[config.mk]
export PLATFORM = sky130hd
export DESIGN_NAME = aes_ctrl
export DESIGN_NICKNAME = d
export VERILOG_FILES = /design/src/rtl/core/aes_pkg.sv /design/src/rtl/core/aes_ctrl.sv
export SDC_FILE = /design/constraint.sdc
export NUM_CORES = 1
export LEC_CHECK = 0
export CORE_MARGIN = 2
export CORE_UTILIZATION = 40
export CTS_BUF_LIST = sky130_fd_sc_hd__clkbuf_4 sky130_fd_sc_hd__clkbuf_8 sky130_fd_sc_hd__clkbuf_16
export DETAILED_ROUTE_END_ITERATION = 7
export DONT_BUFFER_PORTS = 1
export PLACE_DENSITY = 0.6
export SETUP_SLACK_MARGIN = 0.1
export SLEW_MARGIN = 20
export SYNTH_ARGS = -nofsm -noshare
export SYNTH_HDL_FRONTEND = slang
export SYNTH_SLANG_ARGS = --single-unit
export TNS_END_PERCENT = 1
[constraint.sdc]
create_clock -name clk -period 2.2 [get_ports clk]
set_clock_uncertainty 0.15 [all_clocks]
set_input_delay 0.22 -clock clk [delete_from_list [all_inputs] [get_ports clk]]
set_output_delay 0.22 -clock clk [all_outputs]
set_load 0.01 [all_outputs]
[src/rtl/core/aes_pkg.sv]
`timescale 1ns / 1ps
package aes_pkg;

	localparam int RoundKeyWordsDefault = 60;
	localparam int BlockWords = 4;
	localparam int CfgIdxW = 3;
	localparam int CfgDataW = 64;

	localparam logic [CfgIdxW-1:0] REG_KLEN = 3'd0;
	localparam logic [CfgIdxW-1:0] REG_KEY0 = 3'd1;
	localparam logic [CfgIdxW-1:0] REG_KEY1 = 3'd2;
	localparam logic [CfgIdxW-1:0] REG_KEY2 = 3'd3;
	localparam logic [CfgIdxW-1:0] REG_KEY3 = 3'd4;

	localparam logic CMD_ENC = 1'b0;
	localparam logic CMD_DEC = 1'b1;

	typedef struct packed {
		logic        command;
		logic [63:0] block_high;
		logic [63:0] block_low;
	} in_item_t;

	typedef struct packed {
		logic [63:0] result_high;
		logic [63:0] result_low;
	} out_item_t;

	typedef enum logic [2:0] {
		DP_IDLE  = 3'd0,
		DP_LOAD  = 3'd1,
		DP_ROUND = 3'd2,
		DP_LAST  = 3'd3,
		DP_KLOAD = 3'd4,
		DP_KEXP  = 3'd5
	} dp_op_t;

	// controller -> datapath
	typedef struct packed {
		dp_op_t     op;
		logic       dec;
		logic [5:0] rk_rd_addr;
		logic [5:0] rk_wr_addr;
		logic       rk_wr_en;
		logic [2:0] kw_sel;
		logic [3:0] nk;
		logic       k_rot;
		logic       k_sub;
		logic       rc_step;
		logic       rc_init;
		logic       lat_out;
	} dp_cmd_t;

	function automatic logic [7:0] xt(input logic [7:0] x);
		xt = {x[6:0], 1'b0} ^ (x[7] ? 8'h1b : 8'h00);
	endfunction

	function automatic logic [7:0] gmul(input logic [7:0] a, input logic [7:0] b);
		logic [7:0] p;
		logic [7:0] aa;
		p = 8'h00;
		aa = a;
		for (int k = 0; k < 8; k++) begin
			if (b[k]) p = p ^ aa;
			aa = xt(aa);
		end
		gmul = p;
	endfunction

	function automatic logic [7:0] ginv(input logic [7:0] a);
		logic [7:0] r;
		logic [7:0] bs;
		r = 8'h01;
		bs = a;
		for (int k = 1; k < 8; k++) begin
			bs = gmul(bs, bs);
			r = gmul(r, bs);
		end
		ginv = r;
	endfunction

	function automatic logic [7:0] rotl8(input logic [7:0] x, input int n);
		rotl8 = (x << n) | (x >> (8 - n));
	endfunction

	function automatic logic [7:0] sbox_calc(input logic [7:0] b);
		logic [7:0] r;
		r = ginv(b);
		sbox_calc = r ^ rotl8(r, 1) ^ rotl8(r, 2) ^ rotl8(r, 3) ^ rotl8(r, 4) ^ 8'h63;
	endfunction

	function automatic logic [7:0] inv_sbox_calc(input logic [7:0] b);
		inv_sbox_calc = ginv(rotl8(b, 1) ^ rotl8(b, 3) ^ rotl8(b, 6) ^ 8'h05);
	endfunction

	// constant tables, folded at elaboration
	function automatic logic [255:0][7:0] sbox_table(input logic inv);
		logic [255:0][7:0] t;
		for (int i = 0; i < 256; i++) begin
			t[i] = inv ? inv_sbox_calc(8'(i)) : sbox_calc(8'(i));
		end
		sbox_table = t;
	endfunction

	localparam logic [255:0][7:0] SBOX = sbox_table(1'b0);
	localparam logic [255:0][7:0] ISBOX = sbox_table(1'b1);

	function automatic logic [31:0] sub_word(input logic [31:0] w);
		sub_word = {SBOX[w[31:24]], SBOX[w[23:16]], SBOX[w[15:8]], SBOX[w[7:0]]};
	endfunction

endpackage

[src/rtl/core/aes_ctrl.sv]
`timescale 1ns / 1ps
module aes_ctrl
	import aes_pkg::*;
#(
	parameter int RoundKeyWords = RoundKeyWordsDefault
) (
	input  logic     clk,
	input  logic     arst_n,
	input  logic     in_valid,
	output logic     in_stall,
	input  logic     in_dec,
	output logic     out_valid,
	input  logic     out_stall,
	input  logic     cfg_clear,
	input  logic [1:0] klen_q,
	output dp_cmd_t  cmd
);
	typedef enum logic [5:0] {
		S_IDLE  = 6'b000001,
		S_KEXP  = 6'b000010,
		S_PRE   = 6'b000100,
		S_RUN   = 6'b001000,
		S_DONE  = 6'b010000,
		S_OUT   = 6'b100000
	} st_t;

	st_t        st_q;
	logic       ready_q;
	logic       dec_q;
	logic [5:0] i_q;
	logic [3:0] r_q;
	logic [3:0] nr_q;
	logic [3:0] nk_q;
	logic [2:0] mod_q;
	logic [1:0] sel;
	logic [3:0] nk_c;
	logic [3:0] nr_c;
	logic [5:0] total;
	logic [3:0] rd_round;
	logic       out_free;

	always_comb begin
		sel = (klen_q == 2'd3) ? 2'd2 : klen_q;
		if (sel == 2'd2 && RoundKeyWords < 60) sel = 2'd1;
		if (sel == 2'd1 && RoundKeyWords < 52) sel = 2'd0;
		nk_c = 4'd4 + {1'b0, sel, 1'b0};
		nr_c = 4'd10 + {1'b0, sel, 1'b0};
	end

	assign total = {nr_q, 2'b00} + 6'd4;
	assign in_stall = (st_q != S_IDLE);
	// output register can take a new result this cycle
	assign out_free = !out_valid || !out_stall;

	// round key row address for current step
	always_comb begin
		unique case (st_q)
			S_PRE:   rd_round = dec_q ? nr_q : 4'd0;
			S_RUN:   rd_round = (r_q == nr_q) ? 4'd0
				: (dec_q ? nr_q - r_q - 4'd1 : r_q + 4'd1);
			default: rd_round = 4'd0;
		endcase
	end

	always_comb begin
		cmd = '0;
		cmd.dec = dec_q;
		cmd.nk = nk_q;
		cmd.rk_rd_addr = {2'b00, rd_round};
		cmd.rk_wr_addr = i_q;
		unique case (st_q)
			S_IDLE: begin
				cmd.rc_init = 1'b1;
				cmd.op = DP_IDLE;
			end
			S_KEXP: begin
				cmd.rk_wr_en = 1'b1;
				if (i_q < {2'b00, nk_q}) begin
					cmd.op = DP_KLOAD;
					cmd.kw_sel = i_q[2:0];
				end else begin
					cmd.op = DP_KEXP;
					cmd.k_rot = (mod_q == 3'd0);
					cmd.k_sub = (nk_q == 4'd8) && (mod_q == 3'd4);
					cmd.rc_step = cmd.k_rot;
				end
			end
			S_PRE: cmd.op = DP_IDLE;
			S_RUN: begin
				if (r_q == 4'd0) cmd.op = DP_LOAD;
				else if (r_q == nr_q) cmd.op = DP_LAST;
				else cmd.op = DP_ROUND;
			end
			S_DONE: cmd.lat_out = out_free;
			default: cmd.op = DP_IDLE;
		endcase
	end

	always_ff @(posedge clk or negedge arst_n) begin
		if (!arst_n) begin
			st_q <= S_IDLE;
			ready_q <= 1'b0;
			out_valid <= 1'b0;
			dec_q <= 1'b0;
			i_q <= '0;
			r_q <= '0;
			nr_q <= 4'd10;
			nk_q <= 4'd4;
			mod_q <= '0;
		end else begin
			if (cfg_clear) ready_q <= 1'b0;
			if (st_q == S_DONE && out_free) out_valid <= 1'b1;
			else if (out_valid && !out_stall) out_valid <= 1'b0;
			unique case (st_q)
				S_IDLE: if (in_valid && !in_stall) begin
					dec_q <= in_dec;
					i_q <= '0;
					mod_q <= '0;
					if (!ready_q) begin
						nk_q <= nk_c;
						nr_q <= nr_c;
						st_q <= S_KEXP;
					end else begin
						st_q <= S_PRE;
					end
				end
				S_KEXP: begin
					i_q <= i_q + 6'd1;
					mod_q <= (mod_q + 3'd1 == nk_q[2:0] && nk_q != 4'd8) || mod_q == 3'd7
						? 3'd0 : mod_q + 3'd1;
					if (i_q + 6'd1 == total) begin
						ready_q <= 1'b1;
						st_q <= S_PRE;
					end
				end
				S_PRE: begin
					r_q <= '0;
					st_q <= S_RUN;
				end
				S_RUN: begin
					r_q <= r_q + 4'd1;
					if (r_q == nr_q) st_q <= S_DONE;
				end
				S_DONE: begin
					if (out_free) st_q <= S_IDLE;
				end
				default: st_q <= S_IDLE;
			endcase
		end
	end
endmodule
Word level (Yosys, flattened, before mapping)

Index checks and enable logic that the tools add are counted.

Equality and inequality tests: 18
$lt $le $gt $ge: 1
Bitwise logic cells: 1
Reductions and logical operators: 19
Add/sub/neg operators: 8
Mux-type cells: 32

Operators by type and width:

| kind                  | count |
|---|---|
| $mux W6               | 5 |
| $pmux W6 S5           | 1 |
| $mux W3               | 6 |
| $mux W4               | 4 |
| $pmux W4 S2           | 2 |
| $pmux W3 S2           | 2 |
| $pmux W6 S2           | 1 |
| $mux W1               | 9 |
| $ne A2 B2 Y1 const B  | 4 |
| $add A6 B1 Y6 const B | 1 |
| $add A6 B3 Y6 const B | 1 |
| $eq A3 B3 Y1 const B  | 2 |
| $eq A6 B1 Y1 const B  | 1 |
| $eq A6 B2 Y1 const B  | 1 |
| $eq A6 B3 Y1 const B  | 1 |
| $eq A6 B4 Y1 const B  | 1 |
| $eq A6 B5 Y1 const B  | 1 |
| $eq A6 B6 Y1          | 1 |
| $lt A6 B4 Y1          | 1 |
| $ne A6 B1 Y1 const B  | 1 |
| $reduce_bool A2 Y1    | 3 |
| $logic_and A1 B1 Y1   | 5 |
| $add A3 B3 Y4 const A | 1 |
| $add A4 B1 Y4 const B | 1 |
| other kinds (18)      | 23 |

Flip-flop bits (word level): 30
Logic and storage cells: 88
Output and inout port bits: 31
Input bits: 8

Depth between registers and ports, before layout

Depth in word-level cells: 6
Mapped depth: 7
Depth with buffers taken out: 7

Worst setup path before layout

OpenSTA, ideal clock, no wires.

Path kind: register -> output
Start: reg nk_q[2]
End: out cmd[4] (netlist bit)
Data required time: 1830 ps
Setup slack: 28 ps
Cell stages (with the launch flop): 7
Buffers on the path: 1
Arrival: 1802 ps
Cells stage by stage: dfstp_2 > inv_1 > ha_1 > a21o_1 > a2111oi_4 > nor4_1 > buf_4

RTL lines:

| item                   | line            | RTL |
|---|---|---|
| from (decl)            | aes_ctrl.sv:33  | `logic [3:0] nk_q;` |
| from (signal assigned) | aes_ctrl.sv:120 | `nk_q <= nk_c;` |
| to (decl)              | aes_ctrl.sv:16  | `output dp_cmd_t cmd` |

==> metrics.cfg <==
[critical_path]
cp_cell_sequence = ha_4 -> inv_1 -> fa_1 -> xnor2_1 -> o2bb2ai_1 -> a21o_1
r2r_cells = 6
slowest_stage = dfstp_2
arrival_ps = 1950
rr_endpoint = mod_q[2]$_DFFE_PN0P_
cp.required_ps = 1830
path_delay_family = flip-flops
critPathKind = register to output port
max_stage_delay_ps = 610
path_buf_inv = 1
cp-end-kind = output port
r2r_slack_ps = 170
worstPathMaxFanout = 4
rr_startpoint = mod_q[0]$_DFFE_PN0P_
cp-start-kind = register

[power]
cellPowerDensity_nw_per_um2 = 1040
p_leak_uw = 0.000954
irDropWorstVdd_mv = 0.525

[min_path]
hold_path_class = input pin to register
worstHoldStart = in_valid
holdPathStages = 2
min_to = nr_q[3]$_DFFE_PN1P_

[floorplan]
io_pins = 39
num_rows = 23
core_area_sq_um = 4090
die_w_um = 69.7
die_h_um = 69.7
dieArea_sq_um = 4860
start_util_pct = 42.3

[yosys]
synth_cell_types = 44
synth.yosys.seq_area_share_pct = 39.4
synthTopCellsByCount = dfrtp_1 (23), inv_1 (18), ha_1 (10), nand2_1 (10)
async_flop_share_pct = 100
synth-seq-cells = 27
synth_top_area_share_pct = 33.3
yosys_most_used_dff = dfrtp_1
synth_most_common_cell = dfrtp_1
synth_area_sq_um = 1730
postSynthAreaPerCell_sq_um = 9.76
ys.warnings.count = 0
synth_area_leaders = dfrtp_1 (33%), ha_1 (7.2%), dfstp_2 (6.1%), inv_1 (3.9%), o21ai_0 (2.6%)
netlist_instances = 177
synth_edf_count = 0
synth.largest_area_cell = dfrtp_1

[grt]
grt_use_total_pct = 17.5
grt_pass1_vias = 1443
antenna_found_initial = 0
overflow = 0
grt_max_degree = 28
grt_pass1_wl_mm = 6.90

[route]
via_per_inst = 5.57
dr.pass1.iters = 4
drc = 0
routed_wl_mm = 4.12
wire_per_inst_um = 16.3
drtIter0Drc = 46
vias = 1408
antenna_left = 0

[timing]
fmax_ghz = 0.431
grt_setup_unrepaired = true
tightest_slew_ps = 619
hold_viol_final = 0
timing.final.crit_share_pct = 106
finalWorstSetupSlack_ps = -122
fin_crit_ps = 2320
finalSetupViolCount = 10
worst_hold_slack_ps = 61.1
relSlewSlack_pct = 58.3
slew_violations = 0

[run]
cap_violations = 0

[layout]
antennaDiodeCount = 0
syn_to_final_growth_pct = 21.9
nets = 223
drive_above_1_share_pct = 25.6

[cts]
cts_tree = done
cts_root_buffer = clkbuf_8
ctsHtreeMaxLevel = 1
clk_path_buf_depth = 2
clkTransAtPathRegs_ps = 90
cts_buffers = 3
cts.sinks = 27
clk_latency_ps = 270

[placement]
io_buffers = 0
post-dp-hpwl_mm = 3.01
post-place-ws_ps = 49.6
globalplace.congestion = 0.875

[outcome]
outcome = finished, violations left
failed_checks = negative setup slack

cell usage in the layout (no fill, tap or decap), drive strengths merged, types with 5 or more instances in the layout:
cell type and n:
o21ai 9, dfrtp 23, buf 19, nand3 8, ha 10, a22o 5, nand2 10, a21oi 7
xor2 5, dlygate4sd3 7, nor2 9, inv 19
layout make-up:
cell class / count / area, sq um
clock buffer: 4 / 48.8
fill: 391 / 1980
inverter: 19 / 71.3
multi-input combinational: 127 / 1020
sequential: 27 / 681
tap: 50 / 62.6
timing repair buffer: 26 / 225
metrics by stage:
step | instance area [sq um] | TNS (ps) | utilization, % | std cells | total power (uW)
final | 2110 | -854 | 51.5 | 253 | 2200
after global routing | 2110 | -1780 | 51.5 | 253 | 2380
after CTS | 2040 | -1440 | 50.0 | 249 | 2170
after detailed placement | 1840 | 0 | 45.1 | 234 | 1730
after global placement | 1840 | 0 | 45.1 | 234 | 1690
after floorplan | 1740 | 0 | - | 179 | 1470
logic make-up after synthesis:
family | synth area share [%]
AOI/OAI and AO/OA | 19.0
xor gates and xnor gates | 4.06
adders and majority gates | 8.40
buffers and inverters | 6.59
DFF | 39.4
muxes | 4.34
other | 0.217
and+or+nand+nor | 18.0
power breakdown:
group,leakage (uW),switching [uW],internal [uW]
Combinational,0.000580,602,504
Sequential,0.000347,164,635
Clock,0.0000262,153,142
Total,0.000954,918,1280
what timing repair did:
| action | in CTS | in global routing |
|---|---|---|
| endpoints found under the setup margin | 10 | 14 |
| gates resized for setup | 6 | 6 |
| hold endpoints to repair | 36 | 0 |
| pin swaps | 4 | 8 |
| buffers inserted | 3 | 4 |
| gates cloned | 0 | 0 |
| hold buffers | 8 | 0 |
routing by layer:
metal,wire length [um],vias up,global-route usage [%]
met5,0,-,0
li1,-,672,-
met2,2110,31,29.5
met4,44,0,3.63
met3,174,6,4.36
met1,1790,699,22.7
state kept, by name (all words and copies together), names as in the netlist:
signal and flops:
i_q 6, st_q 5, r_q 4, mod_q 3, nk_q 3, nr_q 3, dec_q 1, out_valid 1
ready_q 1
worst max path at each step:
stage / from / end / slack, ps / cells after the start
6_report: nr_q[1]$_DFFE_PN1P_ / cmd[22] / -120 / 6
5_1_grt: nk_q[2]$_DFFE_PN1P_ / cmd[2] / -200 / 7
4_1_cts: nk_q[2]$_DFFE_PN1P_ / cmd[4] / -170 / 7
3_5_place_dp: nk_q[2]$_DFFE_PN1P_ / cmd[10] / 50 / 5
3_3_place_gp: nk_q[2]$_DFFE_PN1P_ / cmd[11] / 90 / 5
2_1_floorplan: nk_q[2]$_DFFE_PN1P_ / cmd[4] / 110 / 6
(Power assumes the default switching activity.)
